==> src/design/dfr_pkg.sv <==
`timescale 1ns / 1ps
// ----------------------------------------------------------------------------
// Delimited frame receiver package
// Types, character codes and sizing shared by the receiver modules.
// ----------------------------------------------------------------------------
package dfr_pkg;

  localparam int BUFFER_DEPTH    = 1024;
  localparam int ADDR_W          = $clog2(BUFFER_DEPTH);
  localparam int WRITE_ADDRESS_W = 10;

  localparam logic [ADDR_W-1:0] LAST_ADDRESS = ADDR_W'(BUFFER_DEPTH - 1);

  localparam logic       MODE_BYTE    = 1'b0;
  localparam logic       MODE_RELEASE = 1'b1;

  localparam logic [7:0] CHAR_DOLLAR = 8'h24;
  localparam logic [7:0] CHAR_HASH   = 8'h23;
  localparam logic [7:0] CHAR_LBRACE = 8'h7B;
  localparam logic [7:0] CHAR_RBRACE = 8'h7D;
  localparam logic [7:0] CHAR_LANGLE = 8'h3C;
  localparam logic [7:0] CHAR_RANGLE = 8'h3E;
  localparam logic [7:0] CHAR_BANG   = 8'h21;

  typedef enum logic [2:0] {
    KIND_IDLE   = 3'd0,
    KIND_DOLLAR = 3'd1,
    KIND_HASH   = 3'd2,
    KIND_BRACE  = 3'd3,
    KIND_ANGLE  = 3'd4
  } kind_t;

  typedef struct packed {
    kind_t             kind;
    logic [ADDR_W-1:0] next_address;
    logic              pending;
  } dfr_state_t;

  typedef struct packed {
    logic                       stored;
    logic [WRITE_ADDRESS_W-1:0] write_address;
    logic [7:0]                 data_byte;
    logic                       frame_complete;
    logic [2:0]                 frame_kind_out;
    logic                       frame_pending;
  } dfr_result_t;

endpackage

==> src/design/dfr_if.sv <==
`timescale 1ns / 1ps
// ----------------------------------------------------------------------------
// Delimited frame receiver channels
// Valid/ready channels for received byte requests and for results.
// ----------------------------------------------------------------------------
interface dfr_in_if;
  logic       valid;
  logic       ready;
  logic       mode;
  logic [7:0] rx_byte;

  modport source (output valid, output mode, output rx_byte, input ready);
  modport sink   (input valid, input mode, input rx_byte, output ready);
endinterface

interface dfr_out_if;
  logic       valid;
  logic       ready;
  logic       stored;
  logic [9:0] write_address;
  logic [7:0] data_byte;
  logic       frame_complete;
  logic [2:0] frame_kind_out;
  logic       frame_pending;

  modport source (output valid, output stored, output write_address, output data_byte,
                  output frame_complete, output frame_kind_out, output frame_pending,
                  input ready);
  modport sink   (input valid, input stored, input write_address, input data_byte,
                  input frame_complete, input frame_kind_out, input frame_pending,
                  output ready);
endinterface

==> src/design/dfr_framer.sv <==
`timescale 1ns / 1ps
// ----------------------------------------------------------------------------
// Delimited frame receiver framing logic
// Works out the next framing state and the result for one request.
// ----------------------------------------------------------------------------
module dfr_framer import dfr_pkg::*; (
  input  logic        mode,
  input  logic [7:0]  rx_byte,
  input  dfr_state_t  state,
  output dfr_state_t  state_next,
  output dfr_result_t result
);

  kind_t                             kind;
  logic [ADDR_W-1:0]                 addr;
  logic                              done;
  logic [ADDR_W+WRITE_ADDRESS_W-1:0] addr_wide;

  always_comb begin
    kind = state.kind;
    addr = state.next_address;
    if (rx_byte == CHAR_LANGLE) begin
      kind = KIND_ANGLE;
      addr = '0;
    end else if (state.kind == KIND_IDLE) begin
      case (rx_byte)
        CHAR_DOLLAR: kind = KIND_DOLLAR;
        CHAR_HASH:   kind = KIND_HASH;
        CHAR_LBRACE: kind = KIND_BRACE;
        default:     kind = KIND_IDLE;
      endcase
      addr = '0;
    end
    done = ((kind == KIND_ANGLE) && (rx_byte == CHAR_RANGLE)) ||
           (((kind == KIND_DOLLAR) || (kind == KIND_HASH)) && (rx_byte == CHAR_BANG)) ||
           ((kind == KIND_BRACE) && (rx_byte == CHAR_RBRACE));
    addr_wide = {{WRITE_ADDRESS_W{1'b0}}, addr};
  end

  always_comb begin
    state_next            = state;
    result                = '0;
    result.frame_kind_out = state.kind;
    result.frame_pending  = state.pending;
    if (mode == MODE_RELEASE) begin
      state_next.pending    = 1'b0;
      state_next.kind       = KIND_IDLE;
      result.frame_kind_out = KIND_IDLE;
      result.frame_pending  = 1'b0;
    end else if (!state.pending) begin
      state_next.kind         = kind;
      state_next.next_address = (addr == LAST_ADDRESS) ? '0 : addr + 1'b1;
      state_next.pending      = done;
      result.stored           = 1'b1;
      result.write_address    = addr_wide[WRITE_ADDRESS_W-1:0];
      result.data_byte        = rx_byte;
      result.frame_complete   = done;
      result.frame_kind_out   = kind;
      result.frame_pending    = done;
    end
  end

endmodule

==> src/design/delimited_frame_receiver_top.sv <==
`timescale 1ns / 1ps
// ----------------------------------------------------------------------------
// Delimited frame receiver
// Frames received bytes by start and end characters and reports each stored
// byte with its buffer write address.
//
//   Channel   Direction  Payload
//   rx_req    sink       mode, rx_byte
//   frame_res source     stored, write_address, data_byte, frame_complete,
//                        frame_kind_out, frame_pending
//
// One request is taken per cycle while the skid register is empty; each
// request gives exactly one result, held in the output or skid register.
// A two-entry result buffer (output register and skid register) sets the
// rate: requests are taken while the skid register is empty.
// Synchronous reset returns the framer to idle at address 0, empties the
// result buffer and holds requests off while it is asserted.
// ----------------------------------------------------------------------------
module delimited_frame_receiver_top import dfr_pkg::*; (
  input  logic      clk,
  input  logic      rst,
  dfr_in_if.sink    rx_req,
  dfr_out_if.source frame_res
);

  dfr_state_t  state;
  dfr_state_t  state_next;
  dfr_result_t result;
  dfr_result_t out_data;
  dfr_result_t skid_data;
  logic        out_valid;
  logic        skid_valid;
  logic        push;
  logic        pop;

  dfr_framer u_framer (
    .mode       (rx_req.mode),
    .rx_byte    (rx_req.rx_byte),
    .state      (state),
    .state_next (state_next),
    .result     (result)
  );

  assign rx_req.ready = !skid_valid && !rst;
  assign push         = rx_req.valid && rx_req.ready;
  assign pop          = out_valid && frame_res.ready;

  always_ff @(posedge clk) begin
    if (rst) begin
      state.kind         <= KIND_IDLE;
      state.next_address <= '0;
      state.pending      <= 1'b0;
    end else if (push) begin
      state <= state_next;
    end
  end

  always_ff @(posedge clk) begin
    if (rst) begin
      out_valid  <= 1'b0;
      skid_valid <= 1'b0;
    end else if (!out_valid || pop) begin
      if (skid_valid) begin
        out_valid  <= 1'b1;
        skid_valid <= push;
      end else begin
        out_valid  <= push;
      end
    end else if (push) begin
      skid_valid <= 1'b1;
    end
  end

  always_ff @(posedge clk) begin
    if (!out_valid || pop) begin
      if (skid_valid) begin
        out_data <= skid_data;
        if (push) begin
          skid_data <= result;
        end
      end else if (push) begin
        out_data <= result;
      end
    end else if (push) begin
      skid_data <= result;
    end
  end

  assign frame_res.valid          = out_valid;
  assign frame_res.stored         = out_data.stored;
  assign frame_res.write_address  = out_data.write_address;
  assign frame_res.data_byte      = out_data.data_byte;
  assign frame_res.frame_complete = out_data.frame_complete;
  assign frame_res.frame_kind_out = out_data.frame_kind_out;
  assign frame_res.frame_pending  = out_data.frame_pending;

endmodule

==> src/flat_wrapper.sv <==
// flat-port wrapper written by rule: the top's interface ports become plain ports
module delimited_frame_receiver_top_flat import dfr_pkg::*;
  (clk, rst, rx_req_valid, rx_req_mode, rx_req_rx_byte, rx_req_ready, frame_res_valid, frame_res_stored, frame_res_write_address, frame_res_data_byte, frame_res_frame_complete, frame_res_frame_kind_out, frame_res_frame_pending, frame_res_ready);
  dfr_in_if rx_req_i ();
  dfr_out_if frame_res_i ();
  input  logic clk;
  input  logic rst;
  input wire logic [$bits(rx_req_i.valid)-1:0] rx_req_valid;
  input wire logic [$bits(rx_req_i.mode)-1:0] rx_req_mode;
  input wire logic [$bits(rx_req_i.rx_byte)-1:0] rx_req_rx_byte;
  output wire logic [$bits(rx_req_i.ready)-1:0] rx_req_ready;
  output wire logic [$bits(frame_res_i.valid)-1:0] frame_res_valid;
  output wire logic [$bits(frame_res_i.stored)-1:0] frame_res_stored;
  output wire logic [$bits(frame_res_i.write_address)-1:0] frame_res_write_address;
  output wire logic [$bits(frame_res_i.data_byte)-1:0] frame_res_data_byte;
  output wire logic [$bits(frame_res_i.frame_complete)-1:0] frame_res_frame_complete;
  output wire logic [$bits(frame_res_i.frame_kind_out)-1:0] frame_res_frame_kind_out;
  output wire logic [$bits(frame_res_i.frame_pending)-1:0] frame_res_frame_pending;
  input wire logic [$bits(frame_res_i.ready)-1:0] frame_res_ready;
  assign rx_req_i.valid = rx_req_valid;
  assign rx_req_i.mode = rx_req_mode;
  assign rx_req_i.rx_byte = rx_req_rx_byte;
  assign rx_req_ready = rx_req_i.ready;
  assign frame_res_valid = frame_res_i.valid;
  assign frame_res_stored = frame_res_i.stored;
  assign frame_res_write_address = frame_res_i.write_address;
  assign frame_res_data_byte = frame_res_i.data_byte;
  assign frame_res_frame_complete = frame_res_i.frame_complete;
  assign frame_res_frame_kind_out = frame_res_i.frame_kind_out;
  assign frame_res_frame_pending = frame_res_i.frame_pending;
  assign frame_res_i.ready = frame_res_ready;
  delimited_frame_receiver_top u_core (.clk(clk), .rst(rst), .rx_req(rx_req_i), .frame_res(frame_res_i));
endmodule
==> config.mk <==
export PLATFORM = sky130hd
export DESIGN_NAME = delimited_frame_receiver_top_flat
export DESIGN_NICKNAME = d
export VERILOG_FILES = /design/src/design/dfr_pkg.sv /design/src/design/dfr_if.sv /design/src/design/dfr_framer.sv /design/src/design/delimited_frame_receiver_top.sv /design/src/flat_wrapper.sv
export SDC_FILE = /design/constraint.sdc
export NUM_CORES = 1
export LEC_CHECK = 0
export BUFFER_PORTS_ARGS = -buffer_cell sky130_fd_sc_hd__buf_2
export CAP_MARGIN = 10
export CELL_PAD_IN_SITES_DETAIL_PLACEMENT = 2
export CELL_PAD_IN_SITES_GLOBAL_PLACEMENT = 2
export CORE_MARGIN = 2
export CORE_UTILIZATION = 41
export DETAILED_ROUTE_END_ITERATION = 10
export GPL_ROUTABILITY_DRIVEN = 0
export PLACE_DENSITY_LB_ADDON = 0.1
export RECOVER_POWER = 100
export SYNTH_ARGS = -nofsm -noshare
export SYNTH_HDL_FRONTEND = slang
export SYNTH_SLANG_ARGS = --single-unit
export TNS_END_PERCENT = 20
==> constraint.sdc <==
create_clock -name clk -period 4.5 [get_ports clk]
set_input_delay 0.675 -clock clk [delete_from_list [all_inputs] [get_ports clk]]
set_output_delay 0.675 -clock clk [all_outputs]
set_load 0.02 [all_outputs]
==> out/results.tsv <==
metric	value	unit
row count	31	
leakage	1.165	nW
vias in the first global route	2294	
layout cells sized above 1	15.88	%
initial antenna violation count	0	
Cell variety after synth	49	
fin util	47.41	%
final setup TNS	0	ns
max_cap viols	1	
Simple-Gate Fraction of Synth Area	18.16	%
Setup crit end	u_core.state[6]	
1st-pass router iterations	4	
most common cell after layout, fill and taps aside	edfxtp_1	
largest net degree at the start of global routing	31	
PD cells	394.8	mW/mm^2
max_slew headroom	-5.378	%
boundary pin count	39	
Max VDD drop	159.6	uV
Period Utilization, post-route	73.53	%
sequential share of the synthesized area	58.76	%
vias post-DR	2167	
synthesized area per cell	11.85	um^2
R2R Path End	u_core.state[6]	
post-synthesis compound-gate area fraction	11.52	%
Worst Path Class, Setup	input pin to flip-flop	
Mapped Cells	253	
most frequent cells in the layout	48 x edfxtp_1, 33 x clkbuf_1, 27 x nor2_1	
CP Data Arrival Time	3.51	ns
IO buf count	38	
first-pass GRT wire length	13240	um
clk buf depth	2	
Synth Area in Adders	0.4174	%
Pwr Total	0.001343	W
number of synthesized register bits	64	
TritonCTS Buffers	9	
TritonCTS clock tree	done	
Fin. Hold Viols	0	
core area	0.007176	mm^2
final HPWL from detailed placement	5882	um
RSZ-0062 raised after global routing	no	
worst slew pin tran	1.581	ns
clock-pin transition on the worst setup and hold timing paths	0.08	ns
ys async rst share	0	%
height of the die	89.51	um
fmax	302.2	MHz
status	complete, but fails checks	
Finish-stage setup viols	0	
CP Launch Point	rx_req_rx_byte[6]	
Nets	305	
min Tclk post-route	3.309	ns
Starting Density	41.78	%
CP startpoint kind	input pin	
Avg WL per Cell	21.54	um
Post-synth EDFFs	48	
1st-iter DRT viols	74	
largest family of logic cells by synthesized area	simple AND/OR/NAND/NOR gates	
critical path endpoint category	flip-flop	
mux cell area share after synthesis	7.805	%
CP required	4.70	ns
total setup buffers inserted after CTS	0	
worst hold path type	flip-flop to flip-flop	
vias per cell	5.486	
Critical R2R Launch	u_core.state[13]	
Resized Gates After CTS	0	
Horiz. Die Dim	89.51	um
fin cells	395	
Die Area	0.008012	mm^2
H-tree levels	3	
Worst R2R Path Depth	11	
dpl cells	378	
n_diodes	0	
Cell Area, Synth	0.002998	mm^2
final setup skew	0.008993	ns
grt total ovfl	0	
Area Overhead vs Synth	13.48	%
R2R setup slack	1.31	ns
drt drc	0	
hold_buf cts	0	
XOR/XNOR Fraction of Synth Area	0	%
fin. max-slew vios	31	
syn_nets	267	
failing checks	capacitance limit, slew limit	
Ys Warns	0	
Clk Latency, worst-skew pair	0.35	ns
CTS Root Cell	clkbuf_8	
final wirelength	8507	um
total track usage	22.73	%
Crit Path Max Fanout	20	
Synth Flop Type	edfxtp_1	
Routed Antenna Nets	0	
CTS sink cnt	64	
routing by layer:
| metal | global-route usage, % | vias to the layer above | routed length (um) | share of wire (%) |
|---|---|---|---|---|
| li1 | - | 1022 | - | - |
| met1 | 30.59 | 1098 | 3921 | 46 |
| met2 | 37.17 | 38 | 4243 | 50 |
| met3 | 3.878 | 9 | 238 | 2.8 |
| met4 | 7.734 | 0 | 104 | 1.2 |
| met5 | 0 | - | 0 | 0 |
worst max-delay path, cell delays in order:
cell and delay (ns):
clkbuf_1 0.26, nor4b_1 0.13, a21oi_1 0.18, clkbuf_1 0.59, and2_0 0.22, ha_1 0.21, and4_1 0.28, nand4_1 0.16
nor2_1 0.35, nor2_1 0.18, a31oi_1 0.20, nor3_1 0.07
cells in the mapped netlist (6+ instances only):
cell       n  area share, %
and3_1    10            2.1
clkbuf_1   7           0.88
nand3_1    6            1.0
and2_1    10            2.1
edfxtp_1  48             48
nor3_1     8            1.3
mux2_2    19            7.1
o21ai_0    9            1.5
nor2_1    27            3.4
dfxtp_1   16             11
a21oi_1   16            2.7
nand2_1   18            2.3
sequential cells by signal, indices dropped and copies added, names as in the netlist:
register,count
u_core.frame_res.write_address,10
u_core.frame_res.frame_complete,1
u_core.frame_res.frame_kind_out,3
u_core.frame_res.stored,1
u_core.skid_data,24
u_core.state,14
u_core.frame_res.frame_pending,1
u_core.frame_res.data_byte,8
u_core.skid_valid,1
u_core.frame_res.valid,1
logic make-up (layout without fill, tap and decap cells):
kind of cell	Yosys count	count (layout)
AO/OA/AOI/OAI	49	49
adder cells (fa/ha/maj)	1	1
buffers and inverters	18	61
flip-flops	64	64
multiplexers	21	21
AND/OR/NAND/NOR	100	100
power breakdown:
part	leakage [nW]	internal, W	switching, W
Clock	0.117	0.000369	0.000240
Sequential	0.581	0.000648	0.00000554
Combinational	0.466	0.0000219	0.0000583
layout make-up:
| class | count | area (um^2) |
|---|---|---|
| Clock buffer | 9 | 123.9 |
| Clock inverter | 7 | 118.9 |
| Fill cell | 768 | 3774 |
| Inverter | 3 | 11.26 |
| Multi-Input combinational cell | 171 | 1094 |
| Sequential cell | 64 | 1762 |
| Tap cell | 99 | 123.9 |
| Timing Repair Buffer | 42 | 168.9 |
stage by stage:
stage	setup slack, ns	hold slack, ns	instance area, um^2
floorplan	1.576	0.4590	2998
global placement	1.439	0.4917	3248
detailed placement	1.355	0.5024	3248
CTS	1.673	0.5388	3491
global route	0.9602	0.5714	3402
finish	1.191	0.5295	3402
worst min path at each step:
stage / depth (start not counted) / slack, ns / to / start
after detailed placement: 2 / 0.50 / u_core.state[10] / u_core.state[10]
after global routing: 1 / 0.57 / u_core.frame_res.data_byte[4] / u_core.skid_data[9]
after global placement: 2 / 0.49 / u_core.state[10] / u_core.state[10]
final: 2 / 0.53 / u_core.state[10] / u_core.state[10]
after CTS: 2 / 0.54 / u_core.state[10] / u_core.state[10]
after floorplan: 2 / 0.46 / u_core.state[10] / u_core.state[10]
Note: power is estimated with default switching activity, not from simulation.
